<file path="config.mk">
export PLATFORM = sky130hd
export DESIGN_NAME = tcp_payload_length_filter
export DESIGN_NICKNAME = d
export VERILOG_FILES = /design/src/design/tplf_pkg.sv /design/src/design/tplf_capture.sv /design/src/design/tcp_payload_length_filter.sv
export SDC_FILE = /design/constraint.sdc
export NUM_CORES = 1
export LEC_CHECK = 0
export BUFFER_PORTS_ARGS = -buffer_cell sky130_fd_sc_hd__buf_2
export CORE_MARGIN = 5
export CORE_UTILIZATION = 45
export DETAILED_ROUTE_END_ITERATION = 10
export GPL_TIMING_DRIVEN = 0
export MAX_ROUTING_LAYER = met4
export SYNTH_ARGS = -nofsm -noshare
export SYNTH_HDL_FRONTEND = slang
export SYNTH_SLANG_ARGS = --single-unit
</file>
<file path="constraint.sdc">
create_clock -name clk -period 4.71 [get_ports clk]
set_input_delay 0.471 -clock clk [delete_from_list [all_inputs] [get_ports clk]]
set_output_delay 0.471 -clock clk [all_outputs]
set_load 0.005 [all_outputs]
</file>
<file path="src/design/tplf_pkg.sv">
// ----------------------------------------------------------------------------
// tplf_pkg
// Shared types and constants for the TCP payload length filter.
// ----------------------------------------------------------------------------
package tplf_pkg;

	localparam logic [15:0] ETHERTYPE_IPV4 = 16'h0800;
	localparam logic [7:0]  PROTO_TCP      = 8'd6;
	localparam logic [15:0] LIMIT_RESET    = 16'd40;

	// byte positions inside the frame
	localparam logic [15:0] POS_ETYPE_HI   = 16'd12;
	localparam logic [15:0] POS_ETYPE_LO   = 16'd13;
	localparam logic [15:0] POS_IHL        = 16'd14;
	localparam logic [15:0] POS_TLEN_HI    = 16'd16;
	localparam logic [15:0] POS_TLEN_LO    = 16'd17;
	localparam logic [15:0] POS_PROTO      = 16'd23;
	localparam logic [15:0] POS_DOFF_BASE  = 16'd26;
	localparam logic [15:0] POS_MAX        = 16'hFFFF;

	// frame length thresholds, expressed on the position of the last byte
	localparam logic [15:0] LAST_POS_ETH   = 16'd13;
	localparam logic [15:0] LAST_POS_IP    = 16'd33;

	typedef enum logic [2:0] {
		CLS_SHORT_ETH = 3'd0,
		CLS_NOT_IPV4  = 3'd1,
		CLS_SHORT_IP  = 3'd2,
		CLS_NOT_TCP   = 3'd3,
		CLS_SHORT_TCP = 3'd4,
		CLS_CHECKED   = 3'd5
	} class_t;

	// header fields of one frame as seen at its last byte
	typedef struct packed {
		logic [15:0] last_pos;
		logic [15:0] ether_kind;
		logic [3:0]  ip_header_words;
		logic [15:0] ip_total_length;
		logic [7:0]  ip_protocol;
		logic [3:0]  tcp_header_words;
	} frame_summary_t;

endpackage

</file>
<file path="src/design/tplf_capture.sv">
// ----------------------------------------------------------------------------
// tplf_capture
// Byte position counter and header field capture for one frame.
// ----------------------------------------------------------------------------
module tplf_capture
	import tplf_pkg::*;
(
	input  logic           clk,
	input  logic           arst_n,
	input  logic           beat_en,
	input  logic [7:0]     frame_byte,
	input  logic           last_byte,
	output frame_summary_t summary
);

	logic [15:0] byte_offset_q;
	logic [15:0] ether_kind_q;
	logic [3:0]  ihl_q;
	logic [15:0] total_len_q;
	logic [7:0]  protocol_q;
	logic [3:0]  doff_q;

	logic [15:0] doff_pos;

	// header fields including the current beat
	always_comb begin
		doff_pos = POS_DOFF_BASE + {10'd0, ihl_q, 2'b00};
		summary.last_pos         = byte_offset_q;
		summary.ether_kind       = ether_kind_q;
		summary.ip_header_words  = ihl_q;
		summary.ip_total_length  = total_len_q;
		summary.ip_protocol      = protocol_q;
		summary.tcp_header_words = doff_q;
		if (byte_offset_q == POS_ETYPE_HI) summary.ether_kind[15:8] = frame_byte;
		if (byte_offset_q == POS_ETYPE_LO) summary.ether_kind[7:0] = frame_byte;
		if (byte_offset_q == POS_IHL) summary.ip_header_words = frame_byte[3:0];
		if (byte_offset_q == POS_TLEN_HI) summary.ip_total_length[15:8] = frame_byte;
		if (byte_offset_q == POS_TLEN_LO) summary.ip_total_length[7:0] = frame_byte;
		if (byte_offset_q == POS_PROTO) summary.ip_protocol = frame_byte;
		if (byte_offset_q == doff_pos) summary.tcp_header_words = frame_byte[7:4];
	end

	always_ff @(posedge clk or negedge arst_n) begin
		if (!arst_n) begin
			byte_offset_q <= '0;
			ether_kind_q  <= '0;
			ihl_q         <= '0;
			total_len_q   <= '0;
			protocol_q    <= '0;
			doff_q        <= '0;
		end else if (beat_en) begin
			if (last_byte) begin
				byte_offset_q <= '0;
				ether_kind_q  <= '0;
				ihl_q         <= '0;
				total_len_q   <= '0;
				protocol_q    <= '0;
				doff_q        <= '0;
			end else begin
				// counter sticks at its top value on very long frames
				if (byte_offset_q != POS_MAX) byte_offset_q <= byte_offset_q + 16'd1;
				ether_kind_q <= summary.ether_kind;
				ihl_q        <= summary.ip_header_words;
				total_len_q  <= summary.ip_total_length;
				protocol_q   <= summary.ip_protocol;
				doff_q       <= summary.tcp_header_words;
			end
		end
	end

	a_clear_after_last: assert property (@(posedge clk) disable iff (!arst_n)
		beat_en && last_byte |=> byte_offset_q == '0 && ihl_q == '0)
		else $error("frame state not cleared after last beat");

	a_offset_counts: assert property (@(posedge clk) disable iff (!arst_n)
		beat_en && !last_byte && byte_offset_q != POS_MAX
		|=> byte_offset_q == $past(byte_offset_q) + 16'd1)
		else $error("byte offset did not advance");

endmodule

</file>
<file path="src/design/tcp_payload_length_filter.sv">
// ----------------------------------------------------------------------------
// tcp_payload_length_filter
// Per-frame TCP payload length check on a byte stream.
// ----------------------------------------------------------------------------
// Frames enter one byte per beat, starting at the Ethernet header, with tlast
// on the final byte. The block accepts one beat every cycle; the only stall is
// back-pressure from the verdict output. One verdict beat leaves per frame,
// registered first as the captured header summary and then as the verdict.
// A frame is dropped only if it is IPv4/TCP, long enough for both headers,
// and total length minus both header lengths exceeds payload_limit (reset 40).
// The user must write payload_limit through cfg_wr_en / cfg_wr_data only while
// no frame is in flight; the block itself does not enforce this.
module tcp_payload_length_filter
	import tplf_pkg::*;
(
	input  logic        clk,
	input  logic        arst_n,
	input  logic        cfg_wr_en,
	input  logic [15:0] cfg_wr_data,   // payload_limit
	input  logic        s_axis_tvalid,
	output logic        s_axis_tready,
	input  logic [7:0]  s_axis_tdata,  // [7:0] frame_byte
	input  logic        s_axis_tlast,  // last_byte
	output logic        m_axis_tvalid,
	input  logic        m_axis_tready,
	output logic [23:0] m_axis_tdata   // [0] drop, [3:1] class_code, [19:4] payload_bytes
);

	logic           advance;
	logic           in_beat;
	frame_summary_t summary;

	logic [15:0]    limit_q;
	logic           valid_s1;
	frame_summary_t summ_s1;
	logic           valid_s2;
	logic           drop_s2;
	class_t         class_s2;
	logic [15:0]    payload_s2;

	logic [6:0]     hdr_bytes;
	logic [15:0]    ip_end_pos;
	logic           drop_d;
	class_t         class_d;
	logic [15:0]    payload_d;

	assign advance       = !valid_s2 || m_axis_tready;
	assign s_axis_tready = advance;
	assign in_beat       = s_axis_tvalid && advance;

	tplf_capture u_capture (
		.clk        (clk),
		.arst_n     (arst_n),
		.beat_en    (in_beat),
		.frame_byte (s_axis_tdata),
		.last_byte  (s_axis_tlast),
		.summary    (summary)
	);

	always_ff @(posedge clk or negedge arst_n) begin
		if (!arst_n) begin
			limit_q <= LIMIT_RESET;
		end else if (cfg_wr_en) begin
			limit_q <= cfg_wr_data;
		end
	end

	always_ff @(posedge clk or negedge arst_n) begin
		if (!arst_n) begin
			valid_s1 <= 1'b0;
		end else if (advance) begin
			valid_s1 <= in_beat && s_axis_tlast;
		end
	end

	always_ff @(posedge clk) begin
		if (in_beat && s_axis_tlast) summ_s1 <= summary;
	end

	// verdict from the captured header summary
	always_comb begin
		hdr_bytes  = {1'b0, summ_s1.ip_header_words, 2'b00}
			+ {1'b0, summ_s1.tcp_header_words, 2'b00};
		// tcp header must end inside the frame: last position >= 33 + 4*ihl
		ip_end_pos = LAST_POS_IP + {10'd0, summ_s1.ip_header_words, 2'b00};
		drop_d     = 1'b0;
		payload_d  = '0;
		priority if (summ_s1.last_pos < LAST_POS_ETH) begin
			class_d = CLS_SHORT_ETH;
		end else if (summ_s1.ether_kind != ETHERTYPE_IPV4) begin
			class_d = CLS_NOT_IPV4;
		end else if (summ_s1.last_pos < LAST_POS_IP) begin
			class_d = CLS_SHORT_IP;
		end else if (summ_s1.ip_protocol != PROTO_TCP) begin
			class_d = CLS_NOT_TCP;
		end else if (summ_s1.last_pos < ip_end_pos) begin
			class_d = CLS_SHORT_TCP;
		end else begin
			class_d = CLS_CHECKED;
			if (summ_s1.ip_total_length > {9'd0, hdr_bytes})
				payload_d = summ_s1.ip_total_length - {9'd0, hdr_bytes};
			drop_d = payload_d > limit_q;
		end
	end

	always_ff @(posedge clk or negedge arst_n) begin
		if (!arst_n) begin
			valid_s2 <= 1'b0;
		end else if (advance) begin
			valid_s2 <= valid_s1;
		end
	end

	always_ff @(posedge clk) begin
		if (advance && valid_s1) begin
			drop_s2    <= drop_d;
			class_s2   <= class_d;
			payload_s2 <= payload_d;
		end
	end

	assign m_axis_tvalid = valid_s2;
	assign m_axis_tdata  = {4'd0, payload_s2, class_s2, drop_s2};

	a_last_reaches_s1: assert property (@(posedge clk) disable iff (!arst_n)
		in_beat && s_axis_tlast |=> valid_s1)
		else $error("last beat did not produce a summary");

	a_drop_only_checked: assert property (@(posedge clk) disable iff (!arst_n)
		valid_s2 && drop_s2 |-> class_s2 == CLS_CHECKED && payload_s2 != '0)
		else $error("drop verdict without a checked payload");

endmodule

</file>
==> results summary <==
The die width is about 150 µm. The footprint of the multi-input gates is ~3500 µm². On the final layout, the worst clock skew is around 14 ps.

The net switching component of the power is 968 µW. The proportion of register bits with asynchronous set or reset after synthesis came out at 0.494. The global placer's final weighted congestion came out at 0.896. sky130_fd_sc_hd__nand2_1 is the most common cell in the netlist. The ratio of total power to cell area came out at 393 nW/µm². After technology mapping, the gate count stands at 756. Measured in cells, the most critical reg-to-reg path has a length of 17. The critical path is of the flop to flop type. The die is 146 µm tall. In the routed layout, each cell is associated on average with a via count of 5.61.

The area share of fa/ha/maj cells after synthesis is 0.0571. The tree is rooted in a sky130_fd_sc_hd__clkbuf_16. The number of antenna violations at the first check in global routing came out at 0. The cell that appears most often on the critical path is sky130_fd_sc_hd__ha_1. The global-route total usage across every layer came out at 0.193. For this run, design rule violations remaining after detail routing come to 0. The sequential element share of the synthesized area is 0.547.

The net count of the finished layout is 895. Measured against its own limit, the worst slew margin works out to 0.316. The total congestion overflow after global routing is 0. After synthesis, the most frequently instantiated cells are sky130_fd_sc_hd__nand2_1, sky130_fd_sc_hd__edfxtp_1, sky130_fd_sc_hd__dfrtp_1, sky130_fd_sc_hd__ha_1, sky130_fd_sc_hd__nor2_1. The count of H-tree levels built during CTS is 4. The clock latency of the later-clocked register in the worst-skew pair came out at 430 ps.

Of the total synthesized cell area, the portion taken by AND, OR, NAND and NOR gates is 0.169. After legalization and detailed placement, the total HPWL measured 13700 µm. Cell internal power was estimated by the tool at 2.79 mW.

The endpoint identified for the worst register-to-register timing path is drop_s2$_SDFFCE_PP0P_. The dominant combinational cell family by area after synthesis is simple AND/OR/NAND/NOR gates. The number of global-route vias before repair is 6238. During synthesis, Yosys emitted a total of 0 warnings. The category of the worst setup path capture point is a flop.

The startpoint of the worst-slack reg-to-reg timing path is summ_s1[28]$_DFFE_PP_. The number of DRC violations after detailed-routing iteration 0 is 547. For this design the top-level I/O count stands at 56. The layout cell share with drive strength beyond 1 is 0.175. STA puts the critical path data arrival time at 4730 ps. Setup repair after global routing left no endpoint under its margin. The row count is 49. The top cell type's share of synthesized area came out at 0.302.

The setup-violating endpoint count in the final report is 0. The final count of hold timing violations came out at 0. The worst supply voltage drop on vdd is 0.000255 V. Along the worst path, the maximum fanout reaches 10. The largest area contributor in the netlist is sky130_fd_sc_hd__edfxtp_1.

The clock net in this run drives a total of between 150 and 200 sinks. Across all layers, the routed design uses 6001 vias. The total power consumption of the routed design is 3.76 mW. Once placement finished, the instance area stood at 8940 µm². The flop and latch count out of synthesis came out at 166. In this run the register-to-register setup slack is approximately 230 ps. The utilization after layout is 0.528. The power share of the sequential group came out at 0.461.

The final routed wirelength across all metal layers came out at 19400 µm. The number of buffers inserted by port buffering came out at 48. The slack of the critical path came out at 227 ps. The pin count of the biggest net entering global routing came out at 74.

The most used flip-flop cell after synthesis is sky130_fd_sc_hd__edfxtp_1. The number of antenna repair diodes came out at 0. The path class of the tightest hold or removal check is input pin to flop. Max-cap violations in this run came to 0. The antenna violation net count after detailed routing is 0. The area enclosed by the die boundary is between 20000 and 25000 µm². The clock-pin slew on the worst setup and hold paths came out at 60 ps. The placeable core region came out at 18100 µm². In this design, the stage delay of the slowest critical-path cell is 580 ps. Across the whole layout, storage elements account for about 4600 µm².

The slowest stage of the critical path is the sky130_fd_sc_hd__or4_1 cell. The smallest clock period supported by the final layout is computed as roughly 4500 ps. The flow ran to the end, and the final reports show no timing, DRC or antenna violations.

Sorting the synthesized cells by area gives the leading types as sky130_fd_sc_hd__edfxtp_1, sky130_fd_sc_hd__dfrtp_1, sky130_fd_sc_hd__nand2_1, sky130_fd_sc_hd__ha_1, sky130_fd_sc_hd__mux2_2. The share of total power dissipated in the clock network is 0.390. The proportion of power drawn by combinational gates came out at 0.150. The total non-filler cell area in the finished layout came out at 9580 µm².

In this run the most critical hold path is launched from cfg_wr_data[8]. The worst hold path depth came out at 3. The placement-stage worst setup slack came out at around 180 ps. Each instance of the synthesized netlist takes up on average 11.1 µm². The clock passes through at most 2 buffers. STA classifies the critical path startpoint as a flop.

The first global-routing pass estimated 32000 µm of wire. Fill cells in the final layout number 1571. The maximum achievable frequency is 223 MHz.

The static leakage power is 4.01 nW. The number of different library cells in the post-synthesis netlist is between 60 and 70. The minimum hold slack is between 200 and 300 ps. The synthesized-area fraction occupied by xor and xnor cells came out at 0.0283. The signal on the critical path passes through ha_1 -> fa_1 -> a21o_1 -> a21oi_1 -> ha_1 -> o21a_1 -> o31a_1 -> nor2_1 -> o21a_2 -> clkbuf_4 -> nor2_1 -> ha_1 -> nand3_1 -> or4_1 -> a21oi_1 -> nor3_1 -> a211oi_1.

The number of enable-type register cells in the synthesized netlist is 84. The synthesized-area fraction occupied by ao, oa, aoi and oai cells came out at 0.116. After synthesis, the share of cell area in mux cells is 0.0444.

TritonCTS built the clock tree. The area growth from synthesis to final layout came out at 14.5%. The routed length per placed instance came out at roughly 18 µm. The final number of max-transition violations came out at 0. In the finished design, the share of the clock period the worst path needs comes to 0.952.

For this run, the detailed router's first-pass iteration total came to 5. The count of buffers added by post-CTS timing repair for setup is 0. The worst hold path terminates at limit_q[8]$_DFFE_PN0P_. The initial standard-cell utilization of the core is 0.461. At the worst endpoint, the required time is 4960 ps. TritonCTS created 17 clock buffers. In this run the cell area of the synthesized design comes to around 8400 µm². At the pin with the least slew margin, the transition time is 1030 ps. The fraction of power spent switching nets is 0.257.
-- registers in the layout (all words and copies together), names as in the netlist, 3 cells and up --
name                     count
u_capture.protocol_q         8
u_capture.ether_kind_q      16
u_capture.byte_offset_q     16
u_capture.total_len_q       16
limit_q                     16
summ_s1                     64
payload_s2                  16
class_s2                     3
u_capture.ihl_q              4
u_capture.doff_q             4
-- stage by stage --
step,std cells,setup TNS (ps)
4_1_cts,1070,0
2_1_floorplan,759,0
5_1_grt,1070,0
3_3_place_gp,1036,-8400
6_report,1070,0
3_5_place_dp,1037,0
-- timing repair --
item | 4_1_cts | 5_1_grt
resized for setup | 0 | 4
setup endpoints to repair | 0 | 1
hold endpoints to repair | 14 | 0
hold buffers | 1 | 0
-- placed cells by master, fill, tap and decap left out, types with 29 or more instances in the layout --
master,n
sky130_fd_sc_hd__buf_2,54
sky130_fd_sc_hd__mux2_2,33
sky130_fd_sc_hd__edfxtp_1,84
sky130_fd_sc_hd__nand2_1,120
sky130_fd_sc_hd__nor2_1,35
sky130_fd_sc_hd__o21ai_0,29
sky130_fd_sc_hd__clkbuf_1,30
sky130_fd_sc_hd__inv_1,31
sky130_fd_sc_hd__dfrtp_1,80
sky130_fd_sc_hd__ha_1,35
-- worst max-delay path: cells and delay by family (launching register included) --
family / cells / cell delay [ps]
simple gates: 5 / 1050
flops: 1 / 420
compound gates: 7 / 1350
buf+inv: 1 / 210
fa+ha+maj: 4 / 1290
-- area by class of cell --
| type | count | share of cell area |
|---|---|---|
| clock inverters | 12 | 0.0182 |
| well taps | 229 | 0.0299 |
| clock buffers | 20 | 0.0466 |
| inverters | 31 | 0.0122 |
| flip-flops and latches | 166 | 0.478 |
| repair buffers | 50 | 0.0293 |
| multi-input cells | 518 | 0.365 |
| plain buffers | 44 | 0.0213 |
-- cells by family after synthesis --
logic type               count (synthesis)
AND/OR/NAND/NOR                        278
flip-flops                             166
AO/OA/AOI/OAI                          139
buffers and inverters                   75
adder cells (fa/ha/maj)                 37
multiplexers                            33
XOR/XNOR                                27
other                                    1
-- layer usage --
metal | wire, µm | track usage | part of all wire | vias to the layer above
li1 | - | - | - | 2889
met1 | 8600 | 0.246 | 0.44 | 2881
met2 | 9270 | 0.303 | 0.48 | 196
met3 | 1190 | 0.0471 | 0.061 | 35
met4 | 371 | 0.0659 | 0.019 | 0
met5 | 0 | - | 0 | -
-- power by group through the flow --
stage / Sequential, mW / Clock [mW] / Combinational [mW]
after floorplan: 1.74 / 0 / 0.395
after global placement: 1.76 / 0 / 0.531
after detailed placement: 1.76 / 0 / 0.557
after CTS: 1.73 / 1.49 / 0.562
after global routing: 1.75 / 1.57 / 0.639
final: 1.73 / 1.47 / 0.563
-- worst max path at each step --
stage,startpoint,end,slack [ps],cells after the start
6_report,summ_s1[28]$_DFFE_PP_,drop_s2$_SDFFCE_PP0P_,230,17
5_1_grt,summ_s1[28]$_DFFE_PP_,drop_s2$_SDFFCE_PP0P_,20,17
4_1_cts,summ_s1[29]$_DFFE_PP_,drop_s2$_SDFFCE_PP0P_,170,16
3_5_place_dp,summ_s1[29]$_DFFE_PP_,drop_s2$_SDFFCE_PP0P_,180,16
3_3_place_gp,m_axis_tready,summ_s1[24]$_DFFE_PP_,-130,6
2_1_floorplan,summ_s1[28]$_DFFE_PP_,drop_s2$_SDFFCE_PP0P_,830,16
(Power assumes the default switching activity.)
